$ cat src/pxb_pkg.sv
package pxb_pkg;

	// Destination pixel layouts held in the format register.
	localparam logic [1:0] FMT_RGB565 = 2'd0;
	localparam logic [1:0] FMT_RGB555 = 2'd1;
	localparam logic [1:0] FMT_RGB444 = 2'd2;

	// Pixel commands.
	localparam logic [1:0] CMD_OPAQUE    = 2'd0;
	localparam logic [1:0] CMD_ALPHA_COV = 2'd1;
	localparam logic [1:0] CMD_VAR_FILL  = 2'd2;
	localparam logic [1:0] CMD_COV_ONLY  = 2'd3;

	// What the back end does with a classified pixel.
	localparam logic [1:0] JOB_SKIP   = 2'd0;
	localparam logic [1:0] JOB_DIRECT = 2'd1;
	localparam logic [1:0] JOB_BLEND  = 2'd2;

	localparam logic [7:0] CH_FULL = 8'hFF;

	typedef struct packed {
		logic [1:0]  cmd;
		logic [31:0] src_color;
		logic [7:0]  coverage;
		logic [7:0]  dst_first_byte;
		logic [7:0]  dst_second_byte;
	} pxb_in_t;

	typedef struct packed {
		logic [7:0] new_first_byte;
		logic [7:0] new_second_byte;
		logic       write_enable;
	} pxb_out_t;

	typedef struct packed {
		logic [1:0]  kind;
		logic [7:0]  alpha;
		logic [23:0] src_rgb;
		logic [7:0]  dst0;
		logic [7:0]  dst1;
	} pxb_job_t;

endpackage

$ cat src/packed_rgb_pixel_blender.sv
// Packed 16-bit pixel blender. Each input transfer carries one pixel: the two stored bytes
// of a destination pixel in RGB565, RGB555 or RGB444 (picked by the format register), an
// ARGB source color, a span coverage and a command, and it yields exactly one output
// transfer with the new pair of bytes and a write enable. The block takes one pixel per
// clock when the output side keeps taking results. A pixel passes through the front stage
// register, which classifies the pixel and forms the blend alpha with one 9x8 multiply
// and is loaded at the accepting edge, then through the queue and two back-end stages
// (per-channel multiply, then shift, add and repack into the output register).
// The queue between front and back holds QUEUE_DEPTH pixels so that either side can stall
// without holding up the other. Skipped pixels (variable fill with zero color alpha) come
// out with write_enable low and the destination bytes echoed. The format register may
// only be written while no pixel is in flight; format code 3 behaves as RGB565.
module packed_rgb_pixel_blender
	import pxb_pkg::*;
#(
	parameter int QUEUE_DEPTH = 2
) (
	input  logic       clk,
	input  logic       arst_n,
	input  logic       in_valid,
	output logic       in_ready,
	input  pxb_in_t    in_data,
	output logic       out_valid,
	input  logic       out_ready,
	output pxb_out_t   out_data,
	input  logic       cfg_we,
	input  logic [1:0] cfg_data
);

	// Front stage, queue and two back-end stages.
	localparam int CAPACITY = QUEUE_DEPTH + 3;
	localparam int FW       = $clog2(CAPACITY + 1);

	logic [1:0] pixel_format_q;

	logic       front_valid;
	logic       front_ready;
	pxb_job_t   front_job;
	logic       back_valid;
	logic       back_ready;
	pxb_job_t   back_job;

	logic [FW-1:0] in_flight_q;

	// Destination layout register; user writes only while block is idle; not checked.
	always_ff @(posedge clk or negedge arst_n) begin
		if (!arst_n) begin
			pixel_format_q <= FMT_RGB565;
		end else if (cfg_we) begin
			pixel_format_q <= cfg_data;
		end
	end

	pxb_front u_front (
		.clk       (clk),
		.arst_n    (arst_n),
		.in_valid  (in_valid),
		.in_ready  (in_ready),
		.in_data   (in_data),
		.job_valid (front_valid),
		.job_ready (front_ready),
		.job       (front_job)
	);

	pxb_queue #(
		.DEPTH (QUEUE_DEPTH)
	) u_queue (
		.clk        (clk),
		.arst_n     (arst_n),
		.push_valid (front_valid),
		.push_ready (front_ready),
		.push_job   (front_job),
		.pop_valid  (back_valid),
		.pop_ready  (back_ready),
		.pop_job    (back_job)
	);

	pxb_back u_back (
		.clk          (clk),
		.arst_n       (arst_n),
		.pixel_format (pixel_format_q),
		.job_valid    (back_valid),
		.job_ready    (back_ready),
		.job          (back_job),
		.out_valid    (out_valid),
		.out_ready    (out_ready),
		.out_data     (out_data)
	);

	// Number of pixels accepted but not yet delivered.
	always_ff @(posedge clk or negedge arst_n) begin
		if (!arst_n) begin
			in_flight_q <= '0;
		end else if ((in_valid && in_ready) && !(out_valid && out_ready)) begin
			in_flight_q <= in_flight_q + FW'(1);
		end else if (!(in_valid && in_ready) && (out_valid && out_ready)) begin
			in_flight_q <= in_flight_q - FW'(1);
		end
	end

	// The pipeline never holds more pixels than it has places for.
	a_capacity: assert property (@(posedge clk) disable iff (!arst_n)
		in_flight_q <= FW'(CAPACITY))
		else $error("more pixels in flight than the pipeline can hold");

	// A result is never presented without a pixel behind it.
	a_no_phantom: assert property (@(posedge clk) disable iff (!arst_n)
		in_flight_q == '0 |-> !out_valid)
		else $error("output valid with no pixel in flight");

	// An empty block always takes a new pixel.
	a_empty_ready: assert property (@(posedge clk) disable iff (!arst_n)
		in_flight_q == '0 |-> in_ready)
		else $error("empty block refuses input");

endmodule

$ cat src/pxb_front.sv
module pxb_front
	import pxb_pkg::*;
(
	input  logic     clk,
	input  logic     arst_n,
	input  logic     in_valid,
	output logic     in_ready,
	input  pxb_in_t  in_data,
	output logic     job_valid,
	input  logic     job_ready,
	output pxb_job_t job
);

	logic       valid_s1;
	pxb_job_t   job_s1;
	logic [7:0] color_alpha;
	logic [8:0] alpha_inc;
	logic [16:0] alpha_prod;
	logic [7:0] alpha_cov;
	pxb_job_t   job_next;

	assign color_alpha = in_data.src_color[31:24];
	assign alpha_inc   = {1'b0, color_alpha} + 9'd1;
	assign alpha_prod  = alpha_inc * {1'b0, in_data.coverage};
	assign alpha_cov   = alpha_prod[15:8];

	always_comb begin
		job_next.alpha   = alpha_cov;
		job_next.src_rgb = in_data.src_color[23:0];
		job_next.dst0    = in_data.dst_first_byte;
		job_next.dst1    = in_data.dst_second_byte;
		job_next.kind    = JOB_BLEND;
		case (in_data.cmd)
			CMD_OPAQUE: begin
				job_next.kind = JOB_DIRECT;
			end
			CMD_ALPHA_COV: begin
				job_next.kind = JOB_BLEND;
			end
			CMD_VAR_FILL: begin
				if (color_alpha == 8'd0) begin
					job_next.kind = JOB_SKIP;
				end else if (color_alpha == CH_FULL && in_data.coverage == CH_FULL) begin
					job_next.kind = JOB_DIRECT;
				end
			end
			CMD_COV_ONLY: begin
				// Full color alpha times coverage reduces to the coverage itself.
				job_next.alpha = in_data.coverage;
				if (in_data.coverage == CH_FULL) begin
					job_next.kind = JOB_DIRECT;
				end
			end
			default: begin
				job_next.kind = JOB_BLEND;
			end
		endcase
	end

	assign in_ready  = !valid_s1 || job_ready;
	assign job_valid = valid_s1;
	assign job       = job_s1;

	always_ff @(posedge clk or negedge arst_n) begin
		if (!arst_n) begin
			valid_s1 <= 1'b0;
		end else if (in_ready) begin
			valid_s1 <= in_valid;
		end
	end

	always_ff @(posedge clk) begin
		if (in_valid && in_ready) begin
			job_s1 <= job_next;
		end
	end

endmodule

$ cat src/pxb_queue.sv
module pxb_queue
	import pxb_pkg::*;
#(
	parameter int DEPTH = 2
) (
	input  logic     clk,
	input  logic     arst_n,
	input  logic     push_valid,
	output logic     push_ready,
	input  pxb_job_t push_job,
	output logic     pop_valid,
	input  logic     pop_ready,
	output pxb_job_t pop_job
);

	localparam int AW = (DEPTH > 1) ? $clog2(DEPTH) : 1;
	localparam int CW = $clog2(DEPTH + 1);

	pxb_job_t        entries_q [DEPTH];
	logic [AW-1:0]   wr_ptr_q;
	logic [AW-1:0]   rd_ptr_q;
	logic [CW-1:0]   count_q;
	logic            do_push;
	logic            do_pop;

	assign push_ready = count_q != CW'(DEPTH);
	assign pop_valid  = count_q != '0;
	assign pop_job    = entries_q[rd_ptr_q];
	assign do_push    = push_valid && push_ready;
	assign do_pop     = pop_valid && pop_ready;

	always_ff @(posedge clk or negedge arst_n) begin
		if (!arst_n) begin
			wr_ptr_q <= '0;
			rd_ptr_q <= '0;
			count_q  <= '0;
		end else begin
			if (do_push) begin
				wr_ptr_q <= (wr_ptr_q == AW'(DEPTH - 1)) ? '0 : wr_ptr_q + AW'(1);
			end
			if (do_pop) begin
				rd_ptr_q <= (rd_ptr_q == AW'(DEPTH - 1)) ? '0 : rd_ptr_q + AW'(1);
			end
			if (do_push && !do_pop) begin
				count_q <= count_q + CW'(1);
			end else if (do_pop && !do_push) begin
				count_q <= count_q - CW'(1);
			end
		end
	end

	always_ff @(posedge clk) begin
		if (do_push) begin
			entries_q[wr_ptr_q] <= push_job;
		end
	end

endmodule

$ cat src/pxb_back.sv
module pxb_back
	import pxb_pkg::*;
(
	input  logic       clk,
	input  logic       arst_n,
	input  logic [1:0] pixel_format,
	input  logic       job_valid,
	output logic       job_ready,
	input  pxb_job_t   job,
	output logic       out_valid,
	input  logic       out_ready,
	output pxb_out_t   out_data
);

	typedef logic signed [18:0] prod_t;

	// Expands a stored pixel to 8-bit channels with zero low bits.
	function automatic logic [23:0] unpack_px(input logic [1:0] fmt, input logic [7:0] b0,
		input logic [7:0] b1);
		logic [23:0] rgb;
		case (fmt)
			FMT_RGB555: rgb = {b0[6:2], 3'b0, b0[1:0], b1[7:5], 3'b0, b1[4:0], 3'b0};
			FMT_RGB444: rgb = {b0[3:0], 4'b0, b1[7:4], 4'b0, b1[3:0], 4'b0};
			default:    rgb = {b0[7:3], 3'b0, b0[2:0], b1[7:5], 2'b0, b1[4:0], 3'b0};
		endcase
		return rgb;
	endfunction

	// Packs 8-bit channels into the two stored bytes.
	function automatic logic [15:0] pack_px(input logic [1:0] fmt, input logic [23:0] rgb);
		logic [7:0]  r;
		logic [7:0]  g;
		logic [7:0]  b;
		logic [15:0] px;
		r = rgb[23:16];
		g = rgb[15:8];
		b = rgb[7:0];
		case (fmt)
			FMT_RGB555: px = {1'b0, r[7:3], g[7:6], g[5:3], b[7:3]};
			FMT_RGB444: px = {4'b0, r[7:4], g[7:4], b[7:4]};
			default:    px = {r[7:3], g[7:5], g[4:2], b[7:3]};
		endcase
		return px;
	endfunction

	logic        valid_s1;
	logic        ready_s1;
	logic [1:0]  kind_s1;
	logic [23:0] src_s1;
	logic [23:0] dst_s1;
	logic [7:0]  dst0_s1;
	logic [7:0]  dst1_s1;
	prod_t       prod_s1 [3];

	logic        ready_s2;
	pxb_out_t    out_s2;
	logic        valid_s2;

	logic [23:0] dst_rgb;
	logic signed [9:0] alpha_inc;
	prod_t       prod_next [3];
	logic [23:0] blend_rgb;
	logic [23:0] chan_rgb;
	logic [15:0] packed_px;
	pxb_out_t    out_next;

	assign dst_rgb   = unpack_px(pixel_format, job.dst0, job.dst1);
	assign alpha_inc = $signed({2'b0, job.alpha}) + 10'sd1;

	always_comb begin
		for (int i = 0; i < 3; i++) begin
			prod_next[i] = alpha_inc * ($signed({1'b0, job.src_rgb[8*i +: 8]})
				- $signed({1'b0, dst_rgb[8*i +: 8]}));
		end
	end

	assign ready_s2  = !valid_s2 || out_ready;
	assign ready_s1  = !valid_s1 || ready_s2;
	assign job_ready = ready_s1;

	always_ff @(posedge clk or negedge arst_n) begin
		if (!arst_n) begin
			valid_s1 <= 1'b0;
			valid_s2 <= 1'b0;
		end else begin
			if (ready_s1) begin
				valid_s1 <= job_valid;
			end
			if (ready_s2) begin
				valid_s2 <= valid_s1;
			end
		end
	end

	always_ff @(posedge clk) begin
		if (job_valid && ready_s1) begin
			kind_s1 <= job.kind;
			src_s1  <= job.src_rgb;
			dst_s1  <= dst_rgb;
			dst0_s1 <= job.dst0;
			dst1_s1 <= job.dst1;
			for (int i = 0; i < 3; i++) begin
				prod_s1[i] <= prod_next[i];
			end
		end
	end

	// Floor shift of the product, then add back the destination channel.
	always_comb begin
		for (int i = 0; i < 3; i++) begin
			blend_rgb[8*i +: 8] = prod_s1[i][15:8] + dst_s1[8*i +: 8];
		end
	end

	assign chan_rgb  = (kind_s1 == JOB_DIRECT) ? src_s1 : blend_rgb;
	assign packed_px = pack_px(pixel_format, chan_rgb);

	always_comb begin
		if (kind_s1 == JOB_SKIP) begin
			out_next.new_first_byte  = dst0_s1;
			out_next.new_second_byte = dst1_s1;
			out_next.write_enable    = 1'b0;
		end else begin
			out_next.new_first_byte  = packed_px[15:8];
			out_next.new_second_byte = packed_px[7:0];
			out_next.write_enable    = 1'b1;
		end
	end

	always_ff @(posedge clk) begin
		if (valid_s1 && ready_s2) begin
			out_s2 <= out_next;
		end
	end

	assign out_valid = valid_s2;
	assign out_data  = out_s2;

endmodule
$ cat config.mk
export PLATFORM = sky130hd
export DESIGN_NAME = packed_rgb_pixel_blender
export DESIGN_NICKNAME = d
export VERILOG_FILES = /design/src/pxb_pkg.sv /design/src/packed_rgb_pixel_blender.sv /design/src/pxb_front.sv /design/src/pxb_queue.sv /design/src/pxb_back.sv
export SDC_FILE = /design/constraint.sdc
export NUM_CORES = 1
export LEC_CHECK = 0
export ABC_CLOCK_PERIOD_IN_PS = 11820
export BUFFER_PORTS_ARGS = -buffer_cell sky130_fd_sc_hd__buf_4
export CAP_MARGIN = 25
export CORE_MARGIN = 2
export CORE_UTILIZATION = 60
export CTS_CLUSTER_DIAMETER = 100
export CTS_CLUSTER_SIZE = 25
export DETAILED_ROUTE_END_ITERATION = 8
export PLACE_DENSITY = 0.85
export SLEW_MARGIN = 40
export SYNTH_ARGS = -nofsm -noshare
export SYNTH_HDL_FRONTEND = slang
export SYNTH_SLANG_ARGS = --single-unit
$ cat constraint.sdc
create_clock -name clk -period 11.82 [get_ports clk]
set_input_delay 2.955 -clock clk [delete_from_list [all_inputs] [get_ports clk]]
set_output_delay 2.955 -clock clk [all_outputs]
set_load 0.01 [all_outputs]
# Yosys cells after proc, flatten, opt, wreduce, memory -nomap -nowiden

Memory sizes are Yosys's and may differ from the RTL's.
Index checks and enable logic that the tools add are counted.

Flip-flop bits (word level): 142
Memory bits (writable): 157
Bits of input ports: 65
Memories kept: 2

Add/sub/neg operators: 12
Multipliers: 4
Equal/unequal tests: 9
Mux-type cells: 17
Reduce and logical (&&, ||, !) cells: 20

Memory list:

| name              | words | bits a word | read ports | clocked after memory_dff | wr ports | line            | RTL |
|---|---|---|---|---|---|---|---|
| u_queue.entries_q | 2     | 50          | 1          | 0                        | 1        | pxb_queue.sv:19 | `pxb_job_t entries_q [DEPTH];` |
| u_back.prod_s1    | 3     | 19          | 3          | 0                        | 3        | pxb_back.sv:53  | `prod_t prod_s1 [3];` |

Operator list:

| operator            | number |
|---|---|
| $mul 10x19->19      | 3 |
| $pmux 24 s2         | 1 |
| $pmux 16 s2         | 1 |
| $sub 8x8->9         | 3 |
| $add 8x8->8         | 3 |
| $mux 24             | 1 |
| $add 8x1->9 const B | 2 |
| $mux 17             | 1 |
| $eq 8x8->1 const B  | 2 |
| $mul 9x8->16        | 1 |
| $mux 2              | 5 |
| $logic_not 8->1     | 1 |
| $mux 8              | 1 |
| $pmux 2 s4          | 1 |
| $logic_and 1x1->1   | 7 |
| $eq 2x1->1 const B  | 3 |
| $eq 2x2->1 const B  | 3 |
| $mux 1              | 6 |
| $logic_not 1->1     | 5 |
| $logic_not 2->1     | 2 |
| $reduce_bool 2->1   | 2 |
| $logic_or 1x1->1    | 3 |
| $add 1x1->1 const B | 2 |
| $add 2x1->2 const B | 1 |
| 2 further kinds     | 2 |

# Depth between registers and ports, before layout

Word-level depth: 7
Mapped depth: 32

# Modules after synthesis

Synthesis repeated with hierarchy kept, for this count alone.

Cell total of the unflattened synthesis: 1735
Area total of the unflattened synthesis: 19728.9 um2

By module, submodules not included:

| module                   | instances | cells an instance | area each (um2) | seq. area each (um2) |
|---|---|---|---|---|
| pxb_back                 | 1         | 1225              | 11633.7         | 2542.4 |
| pxb_queue                | 1         | 174               | 4055.1          | 3103.0 |
| pxb_front                | 1         | 332               | 3967.6          | 1526.5 |
| packed_rgb_pixel_blender | 1         | 4                 | 72.6            | 50.0 |

# Worst setup path before layout

OpenSTA, ideal clock, no wires.

Path type: reg-to-reg
From: reg u_queue.rd_ptr_q
To: mem u_back.prod_s1[0][34] in the netlist's numbering (data pin)
Data arrival time: 7.915 ns
Required time: 11.552 ns
Setup slack: 3.637 ns
Cell stages (with the launch flop): 33
Period minus slack after synthesis: 8.183 ns
Cell sequence: dfrtp_1 -> buf_6 -> buf_6 -> buf_2 -> buf_2 -> buf_2 -> buf_1 -> mux2i_1 -> ha_1 -> inv_1 -> fa_1 -> nand3_1 -> nor2_1 -> and3_1 -> a2111oi_0 -> or2_2 -> nand2_1 -> fa_1 -> fa_1 -> inv_1 -> fa_1 -> fa_1 -> inv_1 -> fa_1 -> inv_1 -> ha_1 -> nand4b_1 -> a2111oi_0 -> a221o_1 -> o41a_4 -> a21oi_2 -> o21bai_1 -> xnor3_1

RTL lines:

| element                | line            | RTL |
|---|---|---|
| start, declared        | pxb_queue.sv:21 | `logic [AW-1:0] rd_ptr_q;` |
| start signal, assigned | pxb_queue.sv:42 | `rd_ptr_q <= (rd_ptr_q == AW'(DEPTH - 1)) ? '0 : rd_ptr_q + AW'(1);` |
| end, declared          | pxb_back.sv:53  |  |

==> impl_results.md <==
- Status: completed
- Yosys cell types: 75
- RSZ-0062 raised after global routing: no
- Tightest Pin Transition: 0.809 ns
- FF-to-FF Start: pixel_format_q[1]$_DFFE_PN0P_
- R2R setup slack: between 3 and 4 ns
- Pre-Repair DR Iteration Count: 5
- Seq cells post-synth: roughly 240
- First-pass GRT wire length: roughly 66,000 µm
- Post-CTS Setup Bufs: 0
- Die area: ~34,000 µm²
- CP Capture Type: flip-flop
- Clk buf depth: 3
- Reg2reg path depth: 27
- Synthesized area per cell: 11.1 µm²
- EDFF count, synth: about 230
- Layout Skew: 0.0332 ns
- Vias/cell: approximately 5.7
- Htree depth: 1
- Setup Viol. Count Final: 0
- Endpoint of the worst hold path: u_queue.entries_q[1][25]$_DFFE_PP_
- N_diodes: 0
- Critical path data required time: 12.08 ns
- Area occupied by registers: around 7200 µm²
- Global-route usage over all layers: 24.5%
- # nets final: around 2,200
- Met1 wire length: 15,700 µm
- Port bufs: 83
- Top FF cell, synth: edfxtp_1
- Drt total wl: about 40,000 µm
- Post-layout min period: roughly 8.7 ns
- Initial antenna violation count: 0
- # IOs: 84
- Total gr overflow: 0
- Root Buffer: clkbuf_16
- Critical path's slowest cell: ha_1
- Worst Path Buf+Inv: 4
- Met3 wire length: around 2900 µm
- Drt drc: 0
- Metal2 WL: between 20,000 and 25,000 µm
- Dpl hpwl: 30,500 µm
- DR top layer: met4
- Clock Sink Count: around 240
- CP delay by family, top: adder cells
- Mapped Cells: approximately 1,700
- Vias in the first global route: about 14,000
- Post-Syn Area: just under 20,000 µm²
- Crit Path Class: flip-flop to flip-flop
- Most used cell, CP: fa_1
- # hold bufs at CTS: 0
- Max stage delay on crit path: between 0.6 and 0.7 ns
- Slew margin rel.: between 40% and 50%
- Hold_sp: u_front.job[25]$_DFFE_PP_
- Core region area: 31,700 µm²
- Die height: roughly 180 µm
- Min-Delay Path Class: flip-flop to flip-flop
- Capturing point of the worst reg2reg path: u_back.prod_s1[0][34]$_DFFE_PP_
- Wirelength per Cell: approximately 18 µm
- Area delta synth->final: 7.75%
- Final GP Congestion: about 0.89
- Pin count of the biggest net entering global routing: between 60 and 70
- # rows: 65
- Max-slew violations: 0
- Placed cell count: ~2,200
- WHS: about 0.45 ns
- Die Wd: ~180 µm
- Setup Total Neg Slack: 0 ns
- Vias after detailed routing: between 10,000 and 15,000
- Initial Util: 61.1%
- Reg clk slew, reported paths: 0.09 ns
- Cts repair resizes: 0
- Synth warn: 0
- CTS tree: done
- ANT nets after route: 0
- Async SR Flop Fraction: 3.72%
- Final Hold Viols: 0
- FILL cells: 2,295
- Clk_lat worst skew: approximately 0.5 ns
- Arrival @ worst endpoint: between 8 and 9 ns
- Final period util: about 73%
- Highest clock rate: 0.116 GHz
- Startpoint Class: flip-flop
- Multi-input gate area: ~11,000 µm²
- Seq/Total Area, Yosys: 37.2%
- Total of max-cap violations: 0
- Max FO, Critical Path: 19
- Final cell count without fillers: ~2,200
- Initial drt markers: about 1,000
- Share of layout cells above drive strength 1: approximately a tenth
- CTS Buf Count: 14
- WHS Path Cells: 0
- Syn Nets: ~2,200
==> flip-flops by register name, summed over array words and instances (netlist names) <==
name               flops
u_back.prod_s1        16
u_front.job_valid      1
pixel_format_q         2
u_back.kind_s1         2
u_back.out_data       17
u_back.src_s1         16
u_queue.wr_ptr_q       1
u_back.out_valid       1
u_back.valid_s1        1
u_back.dst1_s1         8
u_queue.entries_q    100
u_front.job           50
u_queue.count_q        2
u_back.dst_s1         16
u_queue.rd_ptr_q       1
u_back.dst0_s1         8
==> per-stage QoR <==
step	setup WS (ns)	utilization (%)	area, µm²
floorplan	3.64	-	19400
global placement	3.41	64.5	20400
detailed placement	3.29	64.5	20500
CTS	3.26	65.9	20900
global route	2.66	65.9	20900
finish	3.17	65.9	20900
==> logic make-up (layout without fill, tap and decap cells) <==
logic type               Yosys count  in the layout  share of synthesized area [%]
XOR/XNOR                          89             89                           4.13
buffers and inverters            352            428                           7.00
multiplexers                      52             52                           3.04
adder cells (fa/ha/maj)          365            365                           31.0
flip-flops                       242            242                           37.2
AND/OR/NAND/NOR                  481            481                           11.5
AO/OA/AOI/OAI                    165            165                           6.03
==> layout by cell type (no fill, tap or decap), types with 5 or more instances in the layout <==
cell / count
inv_1: 300
and3_1: 6
nand3b_1: 7
o21ai_0: 24
edfxtp_1: 233
nor2b_1: 20
a21o_1: 16
xor2_1: 29
o221ai_1: 5
buf_4: 99
dfrtp_1: 8
clkbuf_16: 14
a21oi_1: 34
or2_2: 7
xnor2_1: 57
nand2_1: 201
nand2b_1: 25
ha_1: 171
fa_1: 193
a22oi_1: 14
o31ai_1: 5
nand3_1: 17
mux2_2: 38
nor2_1: 108
clkbuf_1: 6
a221oi_1: 7
and2_1: 57
o21a_1: 15
nor3_1: 14
mux2i_1: 11
==> cell type report <==
cell class | instances | share of cell area (%)
inverters | 304 | 5.47
flip-flops and latches | 242 | 34.6
multi-input cells | 1152 | 51.9
well taps | 402 | 2.41
clock inverters | 4 | 0.269
clock buffers | 20 | 1.78
repair buffers | 100 | 3.61
==> Yosys cell counts (5+ instances only) <==
| library cell | instances | area, µm² |
|---|---|---|
| o31ai_1 | 5 | 37.5 |
| nor2_1 | 110 | 413 |
| o21ai_0 | 24 | 120 |
| o21a_1 | 15 | 113 |
| mux2_2 | 38 | 428 |
| nand3_1 | 17 | 85.1 |
| mux2i_1 | 11 | 110 |
| edfxtp_1 | 233 | 7000 |
| dfrtp_1 | 9 | 225 |
| o221ai_1 | 5 | 43.8 |
| a22oi_1 | 14 | 105 |
| ha_1 | 172 | 2150 |
| clkbuf_1 | 30 | 113 |
| xnor2_1 | 57 | 499 |
| nand2_1 | 201 | 754 |
| nor2b_1 | 20 | 125 |
| and3_1 | 7 | 43.8 |
| nor3_1 | 15 | 75.1 |
| buf_1 | 5 | 18.8 |
| a21o_1 | 16 | 120 |
| or2_2 | 7 | 43.8 |
| nand2b_1 | 25 | 156 |
| a221oi_1 | 7 | 61.3 |
| nand3b_1 | 7 | 52.6 |
| fa_1 | 193 | 3860 |
| inv_1 | 301 | 1130 |
| xor2_1 | 30 | 263 |
| a21oi_1 | 34 | 170 |
| and2_1 | 59 | 369 |
| buf_2 | 10 | 50.1 |
==> how the worst max path moves through the flow <==
stage	start	to	slack, ns	cells after the start
detailed placement	in_data[48]	u_front.job[47]$_DFFE_PP_	3.29	18
global placement	pixel_format_q[0]$_DFFE_PN0P_	u_back.prod_s1[0][34]$_DFFE_PP_	3.41	26
global route	pixel_format_q[1]$_DFFE_PN0P_	u_back.prod_s1[0][34]$_DFFE_PP_	2.66	27
finish	pixel_format_q[1]$_DFFE_PN0P_	u_back.prod_s1[0][34]$_DFFE_PP_	3.17	27
floorplan	u_queue.rd_ptr_q$_DFFE_PN0P_	u_back.prod_s1[0][34]$_DFFE_PP_	3.64	32
CTS	pixel_format_q[1]$_DFFE_PN0P_	u_back.prod_s1[0][34]$_DFFE_PP_	3.26	27
==> metal layers <==
metal	vias to the layer above	track usage, %
met5	-	0
met4	0	6.88
met3	103	3.31
met2	506	44.3
li1	5848	-
met1	6303	30.8
Power is left out: the tool's default activity adds up to more than one toggle a clock period on the data nets, which glitch-free logic cannot reach.
